--- src/lje_fifo.sv ---
module lje_fifo #(
  parameter int WIDTH = 8,
  parameter int DEPTH = 2
) (
  input  logic             clk,
  input  logic             rst,
  input  logic             wr_en,
  input  logic [WIDTH-1:0] wr_data,
  output logic             full,
  input  logic             rd_en,
  output logic [WIDTH-1:0] rd_data,
  output logic             empty
);
  localparam int AW = (DEPTH > 1) ? $clog2(DEPTH) : 1;
  localparam int CW = $clog2(DEPTH + 1);
  localparam logic [AW-1:0] LAST_PTR = AW'(DEPTH - 1);
  localparam logic [CW-1:0] FULL_CNT = CW'(DEPTH);

  logic [WIDTH-1:0] mem [DEPTH];
  logic [AW-1:0]    wr_ptr;
  logic [AW-1:0]    rd_ptr;
  logic [CW-1:0]    count;
  logic             do_wr;
  logic             do_rd;

  assign full    = (count == FULL_CNT);
  assign empty   = (count == '0);
  assign do_wr   = wr_en && !full;
  assign do_rd   = rd_en && !empty;
  assign rd_data = mem[rd_ptr];

  // storage
  always_ff @(posedge clk) begin
    if (do_wr) begin
      mem[wr_ptr] <= wr_data;
    end
  end

  // pointers and fill count
  always_ff @(posedge clk) begin
    if (rst) begin
      wr_ptr <= '0;
      rd_ptr <= '0;
      count  <= '0;
    end else begin
      if (do_wr) begin
        wr_ptr <= (wr_ptr == LAST_PTR) ? '0 : wr_ptr + 1'b1;
      end
      if (do_rd) begin
        rd_ptr <= (rd_ptr == LAST_PTR) ? '0 : rd_ptr + 1'b1;
      end
      if (do_wr && !do_rd) begin
        count <= count + 1'b1;
      end else if (do_rd && !do_wr) begin
        count <= count - 1'b1;
      end
    end
  end
endmodule

--- config.mk ---
export PLATFORM = sky130hd
export DESIGN_NAME = lje_fifo
export DESIGN_NICKNAME = d
export VERILOG_FILES = /design/src/lje_fifo.sv
export SDC_FILE = /design/constraint.sdc
export NUM_CORES = 1
export LEC_CHECK = 0
export ABC_CLOCK_PERIOD_IN_PS = 3700
export BUFFER_PORTS_ARGS = -buffer_cell sky130_fd_sc_hd__buf_2
export CAP_MARGIN = 20
export CORE_ASPECT_RATIO = 0.9
export CORE_UTILIZATION = 45
export CTS_CLUSTER_DIAMETER = 50
export DETAILED_ROUTE_END_ITERATION = 8
export GPL_ROUTABILITY_DRIVEN = 0
export HOLD_SLACK_MARGIN = 0.08
export PLACE_DENSITY = 0.76
export SYNTH_ARGS = -nofsm -noshare
export SYNTH_HDL_FRONTEND = slang
export SYNTH_SLANG_ARGS = --single-unit
--- constraint.sdc ---
create_clock -name clk -period 3.7 [get_ports clk]
set_clock_uncertainty 0.15 [all_clocks]
set_input_delay 0.555 -clock clk [delete_from_list [all_inputs] [get_ports clk]]
set_output_delay 0.555 -clock clk [all_outputs]
set_load 0.05 [all_outputs]
==> results of run 1 <==
[cell families after synthesis]
logic type,after synthesis
xor+xnor,3
compound gates,5
fa+ha+maj,1
simple gates,9
flops,21
mux,8
buf+inv,3
[registers in the layout (all words and copies together) (netlist names), named ones only]
signal,flops
mem,16
count,2
rd_ptr,1
wr_ptr,1
[Yosys cell counts]
cell type / n / share of area
o21ai_0: 3 / 0.019
nor2b_2: 1 / 0.011
or3_1: 2 / 0.016
xor2_1: 3 / 0.033
nor2_1: 5 / 0.024
and2_1: 1 / 0.0079
ha_1: 1 / 0.016
inv_1: 2 / 0.0095
mux2_2: 8 / 0.11
edfxtp_1: 16 / 0.61
buf_2: 1 / 0.0063
a21oi_1: 2 / 0.013
dfxtp_1: 5 / 0.13
[worst reg2reg max path, stage by stage (launching register included)]
cell,delay [ps]
dfxtp_1,380
o21ai_0,300
ha_1,320
or3_1,370
a21oi_1,150
[per-layer routing]
layer | vias to the layer above | wire length, µm | share of wire | track usage
met5 | - | 0 | 0 | 0
met4 | 0 | 0 | 0 | 0.0882
met3 | 0 | 37 | 0.033 | 0.0391
met2 | 10 | 549 | 0.49 | 0.169
met1 | 203 | 532 | 0.48 | 0.188
li1 | 230 | - | - | -
[area by class of cell]
cell class | count | area (µm²)
clock buffers | 3 | 22.5
multi-input cells | 26 | 200
repair buffers | 21 | 105
clock inverters | 1 | 5.00
fillers | 139 | 713
well taps | 24 | 30.0
flip-flops and latches | 21 | 581
inverters | 2 | 7.51
[stage by stage]
| step | worst slack (ps) | total power (W) | hold slack (ps) |
|---|---|---|---|
| 4_1_cts | 1530 | 0.000752 | 279 |
| 2_1_floorplan | 1710 | 0.000584 | 302 |
| 5_1_grt | 1470 | 0.000789 | 265 |
| 3_3_place_gp | 1860 | 0.000640 | 316 |
| 3_5_place_dp | 1840 | 0.000645 | 331 |
| 6_report | 1560 | 0.000744 | 287 |
[final timing paths]
check                   startpoint               endpoint  cells after the start
max                           flop             rd_data[2]                      2
min                     wr_data[6]    mem[1][6]$_DFFE_PP_                      1
max reg2reg  count[0]$_SDFFE_PP0P_  count[1]$_SDFFE_PP0P_                      4
min reg2reg    wr_ptr$_SDFFE_PP0N_    wr_ptr$_SDFFE_PP0N_                      2
[where the power goes]
group | switching (W) | total [W] | internal [W] | leakage (nW)
Combinational | 0.000212 | 0.000305 | 0.0000929 | 0.172
Clock | 0.0000672 | 0.000107 | 0.0000402 | 0.0177
Sequential | 0.0000307 | 0.000331 | 0.000301 | 0.191
Total | 0.000310 | 0.000744 | 0.000434 | 0.381
==> flow_summary.html, run 1 <==
<table>
<tr><th>Metric</th><th>Value</th></tr>
<tr><th colspan="2">Global routing</th></tr>
<tr><td>Pin count of the biggest net entering global routing</td><td>13</td></tr>
<tr><td>Total global-route track usage</td><td>0.132</td></tr>
<tr><td>Initial antenna violation count</td><td>0</td></tr>
<tr><td>Vias in the first global route</td><td>402</td></tr>
<tr><td>Total grt overflow</td><td>0</td></tr>
<tr><td>Global-route wire length before repair</td><td>1700 µm</td></tr>
<tr><th colspan="2">CTS</th></tr>
<tr><td>Clock input transition at the sequential cells of the worst setup and hold paths</td><td>120 ps</td></tr>
<tr><td>Post-CTS Setup Repair Bufs</td><td>0</td></tr>
<tr><td>Root cell of the clock tree</td><td>clkbuf_4</td></tr>
<tr><td>Cts repair resizes</td><td>0</td></tr>
<tr><td>Number of buffers inserted during clock tree synthesis</td><td>3</td></tr>
<tr><td>Skew-Pair Late Insertion Delay</td><td>290 ps</td></tr>
<tr><td>Count of H-tree levels built during CTS</td><td>1</td></tr>
<tr><td>Maximum buffer depth of the clock tree</td><td>2</td></tr>
<tr><td>Post-CTS Hold Buffers</td><td>0</td></tr>
<tr><td>Sinks on Clock Net</td><td>21</td></tr>
<tr><td>Clock tree from TritonCTS</td><td>yes</td></tr>
<tr><th colspan="2">Setup path</th></tr>
<tr><td>Cells traversed along the worst timing path</td><td>mux2_2 &gt; buf_2</td></tr>
<tr><td>Worst stage delay on the critical path</td><td>550 ps</td></tr>
<tr><td>Required time at the endpoint of the critical path</td><td>2990 ps</td></tr>
<tr><td>Element type at the critical path end</td><td>output port</td></tr>
<tr><td>Maximum fanout count along the critical path</td><td>8</td></tr>
<tr><td>Crit path max-delay family</td><td>flip-flops</td></tr>
<tr><td>Cell type of the slowest stage on the worst timing path</td><td>dfxtp_1</td></tr>
<tr><td>Buffers and inverters on the worst path</td><td>1</td></tr>
<tr><td>Register-to-register setup slack</td><td>1980 ps</td></tr>
<tr><td>Worst EP arrival</td><td>1430 ps</td></tr>
<tr><td>Startpoint types</td><td>flop</td></tr>
<tr><td>Kind of critical path</td><td>reg2out</td></tr>
<tr><th colspan="2">Timing</th></tr>
<tr><td>Max Fclk</td><td>467 MHz</td></tr>
<tr><td>Unrepaired setup endpoints after global routing</td><td>no</td></tr>
<tr><td>Final setup viols</td><td>0</td></tr>
<tr><td>Post-route minimum period</td><td>2140 ps</td></tr>
<tr><td>Relative slew margins</td><td>0.735</td></tr>
<tr><td>Total negative slack</td><td>0 ps</td></tr>
<tr><td>Number of slew-limit violations in the final report</td><td>0</td></tr>
<tr><td>Count of endpoints failing hold in the final timing report</td><td>0</td></tr>
<tr><td>Period utilisation layout</td><td>0.578</td></tr>
<tr><td>Measured slew at the worst slew-check pin</td><td>398 ps</td></tr>
<tr><th colspan="2">Floorplan</th></tr>
<tr><td>Floorplan row count</td><td>14</td></tr>
<tr><td>Total Die Area</td><td>0.00193 mm²</td></tr>
<tr><td>Effective utilization at floorplan</td><td>0.477</td></tr>
<tr><td>Floorplan die width</td><td>46.3 µm</td></tr>
<tr><td>I/O pin count</td><td>22</td></tr>
<tr><td>Standard cell core area</td><td>0.00166 mm²</td></tr>
<tr><td>Die Height</td><td>41.8 µm</td></tr>
<tr><th colspan="2">Detailed routing</th></tr>
<tr><td>Count of TritonRoute iterations in the first routing pass</td><td>2</td></tr>
<tr><td>Remaining antenna violation count</td><td>0</td></tr>
<tr><td>DRC violations left</td><td>0</td></tr>
<tr><td>Via count</td><td>443</td></tr>
<tr><td>Average wire per cell in the routed design</td><td>11.4 µm</td></tr>
<tr><td>Number of vias per cell</td><td>4.52</td></tr>
<tr><td>First-iteration detailed-routing DRC count</td><td>5</td></tr>
<tr><td>Wirelength, routed</td><td>1120 µm</td></tr>
<tr><th colspan="2">Place</th></tr>
<tr><td>Placed cell area</td><td>923 µm²</td></tr>
<tr><td>IO buf count</td><td>21</td></tr>
<tr><td>Half-perimeter wire length after detailed placement</td><td>789 µm</td></tr>
<tr><td>Placed cells</td><td>94</td></tr>
<tr><th colspan="2">Power</th></tr>
<tr><td>Power per cell area</td><td>783 mW/mm²</td></tr>
<tr><td>Max VDD drop</td><td>0.421 mV</td></tr>
<tr><td>Reported leakage power</td><td>0.381 nW</td></tr>
<tr><th colspan="2">Synthesis</th></tr>
<tr><td>Adder and majority cell fraction of the synthesized area</td><td>0.0158</td></tr>
<tr><td>Cell count after synthesis</td><td>50</td></tr>
<tr><td>YS warnings</td><td>0</td></tr>
<tr><td>Mean Syn Cell Area</td><td>15.9 µm²</td></tr>
<tr><td>Multiplexer area fraction after synthesis</td><td>0.114</td></tr>
<tr><td>Distinct cell type count of the synthesized netlist</td><td>13</td></tr>
<tr><td>#FFs+latches synth</td><td>21</td></tr>
<tr><td>Total standard cell area after synthesis</td><td>793 µm²</td></tr>
<tr><td>Synthesized netlist net count</td><td>63</td></tr>
<tr><td>Dominant combinational cell family by area after synthesis</td><td>multiplexers</td></tr>
<tr><td>Sequential share of the synthesized area</td><td>0.732</td></tr>
<tr><td>Post-synthesis share of cell area spent on and, or, nand and nor gates</td><td>0.0584</td></tr>
<tr><td>Synth Area in Compound Gates</td><td>0.0315</td></tr>
<tr><td>Synth Area in XOR/XNOR</td><td>0.0331</td></tr>
<tr><th colspan="2">Finish</th></tr>
<tr><td>Finished Layout Cells</td><td>98</td></tr>
<tr><td>Final net count</td><td>88</td></tr>
<tr><td>Share of cells above drive strength 1</td><td>0.459</td></tr>
<tr><td>End-of-flow core utilization</td><td>0.571</td></tr>
<tr><td>Commonest non-fill, non-tap cell in the layout</td><td>buf_2</td></tr>
<tr><td>Layout overhead on the synthesized area</td><td>19.9%</td></tr>
<tr><td>Final Cell Area</td><td>951 µm²</td></tr>
<tr><td>Commonest non-fill, non-tap cells in the layout</td><td>buf_2, edfxtp_1, mux2_2</td></tr>
<tr><td>Number of diodes added for antenna fixing</td><td>0</td></tr>
<tr><th colspan="2">Run</th></tr>
<tr><td>MaxCap Viol Count</td><td>0</td></tr>
<tr><th colspan="2">Min path</th></tr>
<tr><td>Tightest Hold Check Type</td><td>in2reg</td></tr>
<tr><th colspan="2">Outcome</th></tr>
<tr><td>Run status</td><td>complete, no violations</td></tr>
</table>
(Power assumes the default switching activity.)
==> run 2: changes to the inputs <==
--- a/config.mk
+++ b/config.mk
@@ -5,7 +5,7 @@
 export SDC_FILE = /design/constraint.sdc
 export NUM_CORES = 1
 export LEC_CHECK = 0
-export ABC_CLOCK_PERIOD_IN_PS = 3700
+export ABC_CLOCK_PERIOD_IN_PS = 2000
 export BUFFER_PORTS_ARGS = -buffer_cell sky130_fd_sc_hd__buf_2
 export CAP_MARGIN = 20
 export CORE_ASPECT_RATIO = 0.9
==> constraint.sdc (replaced) <==
create_clock -name clk -period 2 [get_ports clk]
set_clock_uncertainty 0.15 [all_clocks]
set_input_delay 0.3 -clock clk [delete_from_list [all_inputs] [get_ports clk]]
set_output_delay 0.3 -clock clk [all_outputs]
set_load 0.05 [all_outputs]
==> flow_summary.html, run 2 (synthesized netlist as in run 1, its figures left out) <==
<table>
<tr><th>Metric</th><th>Value</th></tr>
<tr><th colspan="2">Setup path</th></tr>
<tr><td>Required time at the endpoint of the critical path</td><td>1550 ps (-1440 ps)</td></tr>
<tr><td>Reg2reg end</td><td>count[1]$_SDFFE_PP0P_</td></tr>
<tr><td>Worst EP arrival</td><td>1450 ps (+20 ps)</td></tr>
<tr><td>Worst reg2reg path depth</td><td>4 (unchanged)</td></tr>
<tr><td>Reg2Reg Launch Point</td><td>count[0]$_SDFFE_PP0P_</td></tr>
<tr><td>Element type at the critical path end</td><td>output port</td></tr>
<tr><td>Kind of critical path</td><td>reg2out</td></tr>
<tr><td>Maximum fanout count along the critical path</td><td>8 (unchanged)</td></tr>
<tr><td>Startpoint types</td><td>flop</td></tr>
<tr><td>Register-to-register setup slack</td><td>260 ps (-1720 ps)</td></tr>
<tr><th colspan="2">Timing</th></tr>
<tr><td>Max Fclk</td><td>526 MHz</td></tr>
<tr><td>Period utilisation layout</td><td>0.951</td></tr>
<tr><td>Total negative slack</td><td>0 ps (unchanged)</td></tr>
<tr><td>Post-route minimum period</td><td>1900 ps</td></tr>
<tr><td>Final setup viols</td><td>0 (unchanged)</td></tr>
<tr><td>Measured slew at the worst slew-check pin</td><td>373 ps (-24.5 ps)</td></tr>
<tr><td>Number of slew-limit violations in the final report</td><td>0 (unchanged)</td></tr>
<tr><td>Relative slew margins</td><td>0.751 (+0.0163)</td></tr>
<tr><td>Count of endpoints failing hold in the final timing report</td><td>0 (unchanged)</td></tr>
<tr><td>Unrepaired setup endpoints after global routing</td><td>no</td></tr>
<tr><th colspan="2">CTS</th></tr>
<tr><td>Number of buffers inserted during clock tree synthesis</td><td>3 (unchanged)</td></tr>
<tr><td>Cts repair resizes</td><td>0 (unchanged)</td></tr>
<tr><td>Maximum buffer depth of the clock tree</td><td>2 (unchanged)</td></tr>
<tr><td>Root cell of the clock tree</td><td>clkbuf_4</td></tr>
<tr><td>Skew-Pair Late Insertion Delay</td><td>290 ps (about the same)</td></tr>
<tr><td>Sinks on Clock Net</td><td>21 (unchanged)</td></tr>
<tr><td>Clock input transition at the sequential cells of the worst setup and hold paths</td><td>110 ps (about the same)</td></tr>
<tr><td>Clock tree from TritonCTS</td><td>yes</td></tr>
<tr><td>Count of H-tree levels built during CTS</td><td>1 (unchanged)</td></tr>
<tr><th colspan="2">Outcome</th></tr>
<tr><td>Run status</td><td>complete, no violations</td></tr>
<tr><th colspan="2">Floorplan</th></tr>
<tr><td>Effective utilization at floorplan</td><td>0.477 (unchanged)</td></tr>
<tr><td>Floorplan row count</td><td>14 (unchanged)</td></tr>
<tr><td>Total Die Area</td><td>0.00193 mm² (unchanged)</td></tr>
<tr><td>Standard cell core area</td><td>0.00166 mm² (unchanged)</td></tr>
<tr><td>Die Height</td><td>41.8 µm (unchanged)</td></tr>
<tr><td>Floorplan die width</td><td>46.3 µm (unchanged)</td></tr>
<tr><td>I/O pin count</td><td>22 (unchanged)</td></tr>
<tr><th colspan="2">Power</th></tr>
<tr><td>Max VDD drop</td><td>0.882 mV (+110%)</td></tr>
<tr><td>Reported leakage power</td><td>0.418 nW (+9.9%)</td></tr>
<tr><td>Power per cell area</td><td>1340 mW/mm² (+71%)</td></tr>
<tr><th colspan="2">Finish</th></tr>
<tr><td>Commonest non-fill, non-tap cell in the layout</td><td>buf_2</td></tr>
<tr><td>Final net count</td><td>97 (+10%)</td></tr>
<tr><td>Number of diodes added for antenna fixing</td><td>0 (unchanged)</td></tr>
<tr><td>Number of fill cells</td><td>145 (+4.3%)</td></tr>
<tr><td>Finished Layout Cells</td><td>107 (+9.2%)</td></tr>
<tr><td>Leading registers by flop count</td><td>mem (16), count (2)</td></tr>
<tr><td>Layout overhead on the synthesized area</td><td>31.2%</td></tr>
<tr><td>Share of cells above drive strength 1</td><td>0.410 (-0.0498)</td></tr>
<tr><td>Commonest non-fill, non-tap cells in the layout</td><td>buf_2, edfxtp_1, dlygate4sd3_1</td></tr>
<tr><td>Register name with the most flops</td><td>mem</td></tr>
<tr><td>Largest register FFs</td><td>16 (unchanged)</td></tr>
<tr><td>End-of-flow core utilization</td><td>0.626 (+0.0541)</td></tr>
<tr><th colspan="2">Global routing</th></tr>
<tr><td>Pin count of the biggest net entering global routing</td><td>13 (unchanged)</td></tr>
<tr><td>Total grt overflow</td><td>0 (unchanged)</td></tr>
<tr><td>Vias in the first global route</td><td>492 (+22%)</td></tr>
<tr><td>Global-route wire length before repair</td><td>1960 µm (+15%)</td></tr>
<tr><td>Total global-route track usage</td><td>0.149 (+0.0179)</td></tr>
<tr><td>Initial antenna violation count</td><td>0 (unchanged)</td></tr>
<tr><th colspan="2">Detailed routing</th></tr>
<tr><td>Average wire per cell in the routed design</td><td>11.8 µm (+3.5%)</td></tr>
<tr><td>First-iteration detailed-routing DRC count</td><td>8 (+3)</td></tr>
<tr><td>Wirelength, routed</td><td>1270 µm (+13%)</td></tr>
<tr><td>Remaining antenna violation count</td><td>0 (unchanged)</td></tr>
<tr><td>Number of vias per cell</td><td>4.77 (+5.4%)</td></tr>
<tr><td>Count of TritonRoute iterations in the first routing pass</td><td>4 (+2)</td></tr>
<tr><td>DRC violations left</td><td>0 (unchanged)</td></tr>
<tr><td>Via count</td><td>510 (+15%)</td></tr>
<tr><th colspan="2">Min path</th></tr>
<tr><td>Source of the worst hold timing path</td><td>wr_en</td></tr>
<tr><td>Tightest Hold Check Type</td><td>in2reg</td></tr>
<tr><td>Endpoint with the worst hold slack</td><td>wr_ptr$_SDFFE_PP0N_</td></tr>
<tr><td>Cell depth of the worst min-delay path</td><td>4 (+3)</td></tr>
<tr><th colspan="2">Place</th></tr>
<tr><td>Placed cells</td><td>94 (unchanged)</td></tr>
<tr><td>IO buf count</td><td>21 (unchanged)</td></tr>
<tr><td>Half-perimeter wire length after detailed placement</td><td>827 µm (+4.8%)</td></tr>
<tr><th colspan="2">Run</th></tr>
<tr><td>MaxCap Viol Count</td><td>0 (unchanged)</td></tr>
</table>
-- run 2: cell types whose count changed in the layout (fill, tap and decap cells not counted) --
| cell | before | now |
|---|---|---|
| dlygate4sd3_1 | 0 | 9 |
-- run 2: worst max-delay path by stage --
stage,startpoint,endpoint,depth (start not counted)
finish,flop,rd_data[6],2
global route,flop,rd_data[2],2
CTS,flop,rd_data[6],2
detailed placement,count[0]$_SDFFE_PP0P_,count[1]$_SDFFE_PP0P_,4
global placement,count[0]$_SDFFE_PP0P_,count[1]$_SDFFE_PP0P_,4
floorplan,count[1]$_SDFFE_PP0P_,count[1]$_SDFFE_PP0P_,5
-- run 2: area by class of cell --
cell class                      instances  area, µm²  area share
Clock buffer                            3       22.5      0.0216
Timing Repair Buffer                   30        195       0.187
Multi-Input combinational cell         26        200       0.192
Inverter                                2       7.51     0.00721
Tap cell                               24       30.0      0.0288
Clock inverter                          1       5.00     0.00481
Sequential cell                        21        581       0.558
-- run 2: report_power, final --
part	switching, W	total (W)	internal (W)
logic	0.000399	0.000583	0.000184
clock network	0.000119	0.000193	0.0000744
registers	0.0000582	0.000615	0.000557
-- run 2: critical path, cell delays in order (launching register included) --
cell and delay, ps:
dfxtp_1 560, mux2_2 390, buf_2 210
-- run 2: what timing repair did --
item,CTS,global route
hold buffers,9,0
hold endpoints to repair,21,0
setup buffers,0,0
-- run 2: stage by stage --
stage | cell area (µm²) | total power (W) | setup slack (ps) | hold WS (ps)
after floorplan | 793 | 0.00108 | 7.45 | 219
after global placement | 923 | 0.00118 | 366 | 321
after detailed placement | 923 | 0.00120 | 270 | 326
after CTS | 1040 | 0.00140 | 85.9 | 213
after global routing | 1040 | 0.00148 | 24.5 | 263
final | 1040 | 0.00139 | 97.5 | 228
-- run 2: per-layer routing --
metal  up-vias  track usage  share of wire
li1        246            -              -
met2        14        0.245           0.52
met3         0       0.0391          0.036
met4         0       0.0765              0
met1       250        0.174           0.44
met5         -            0              0
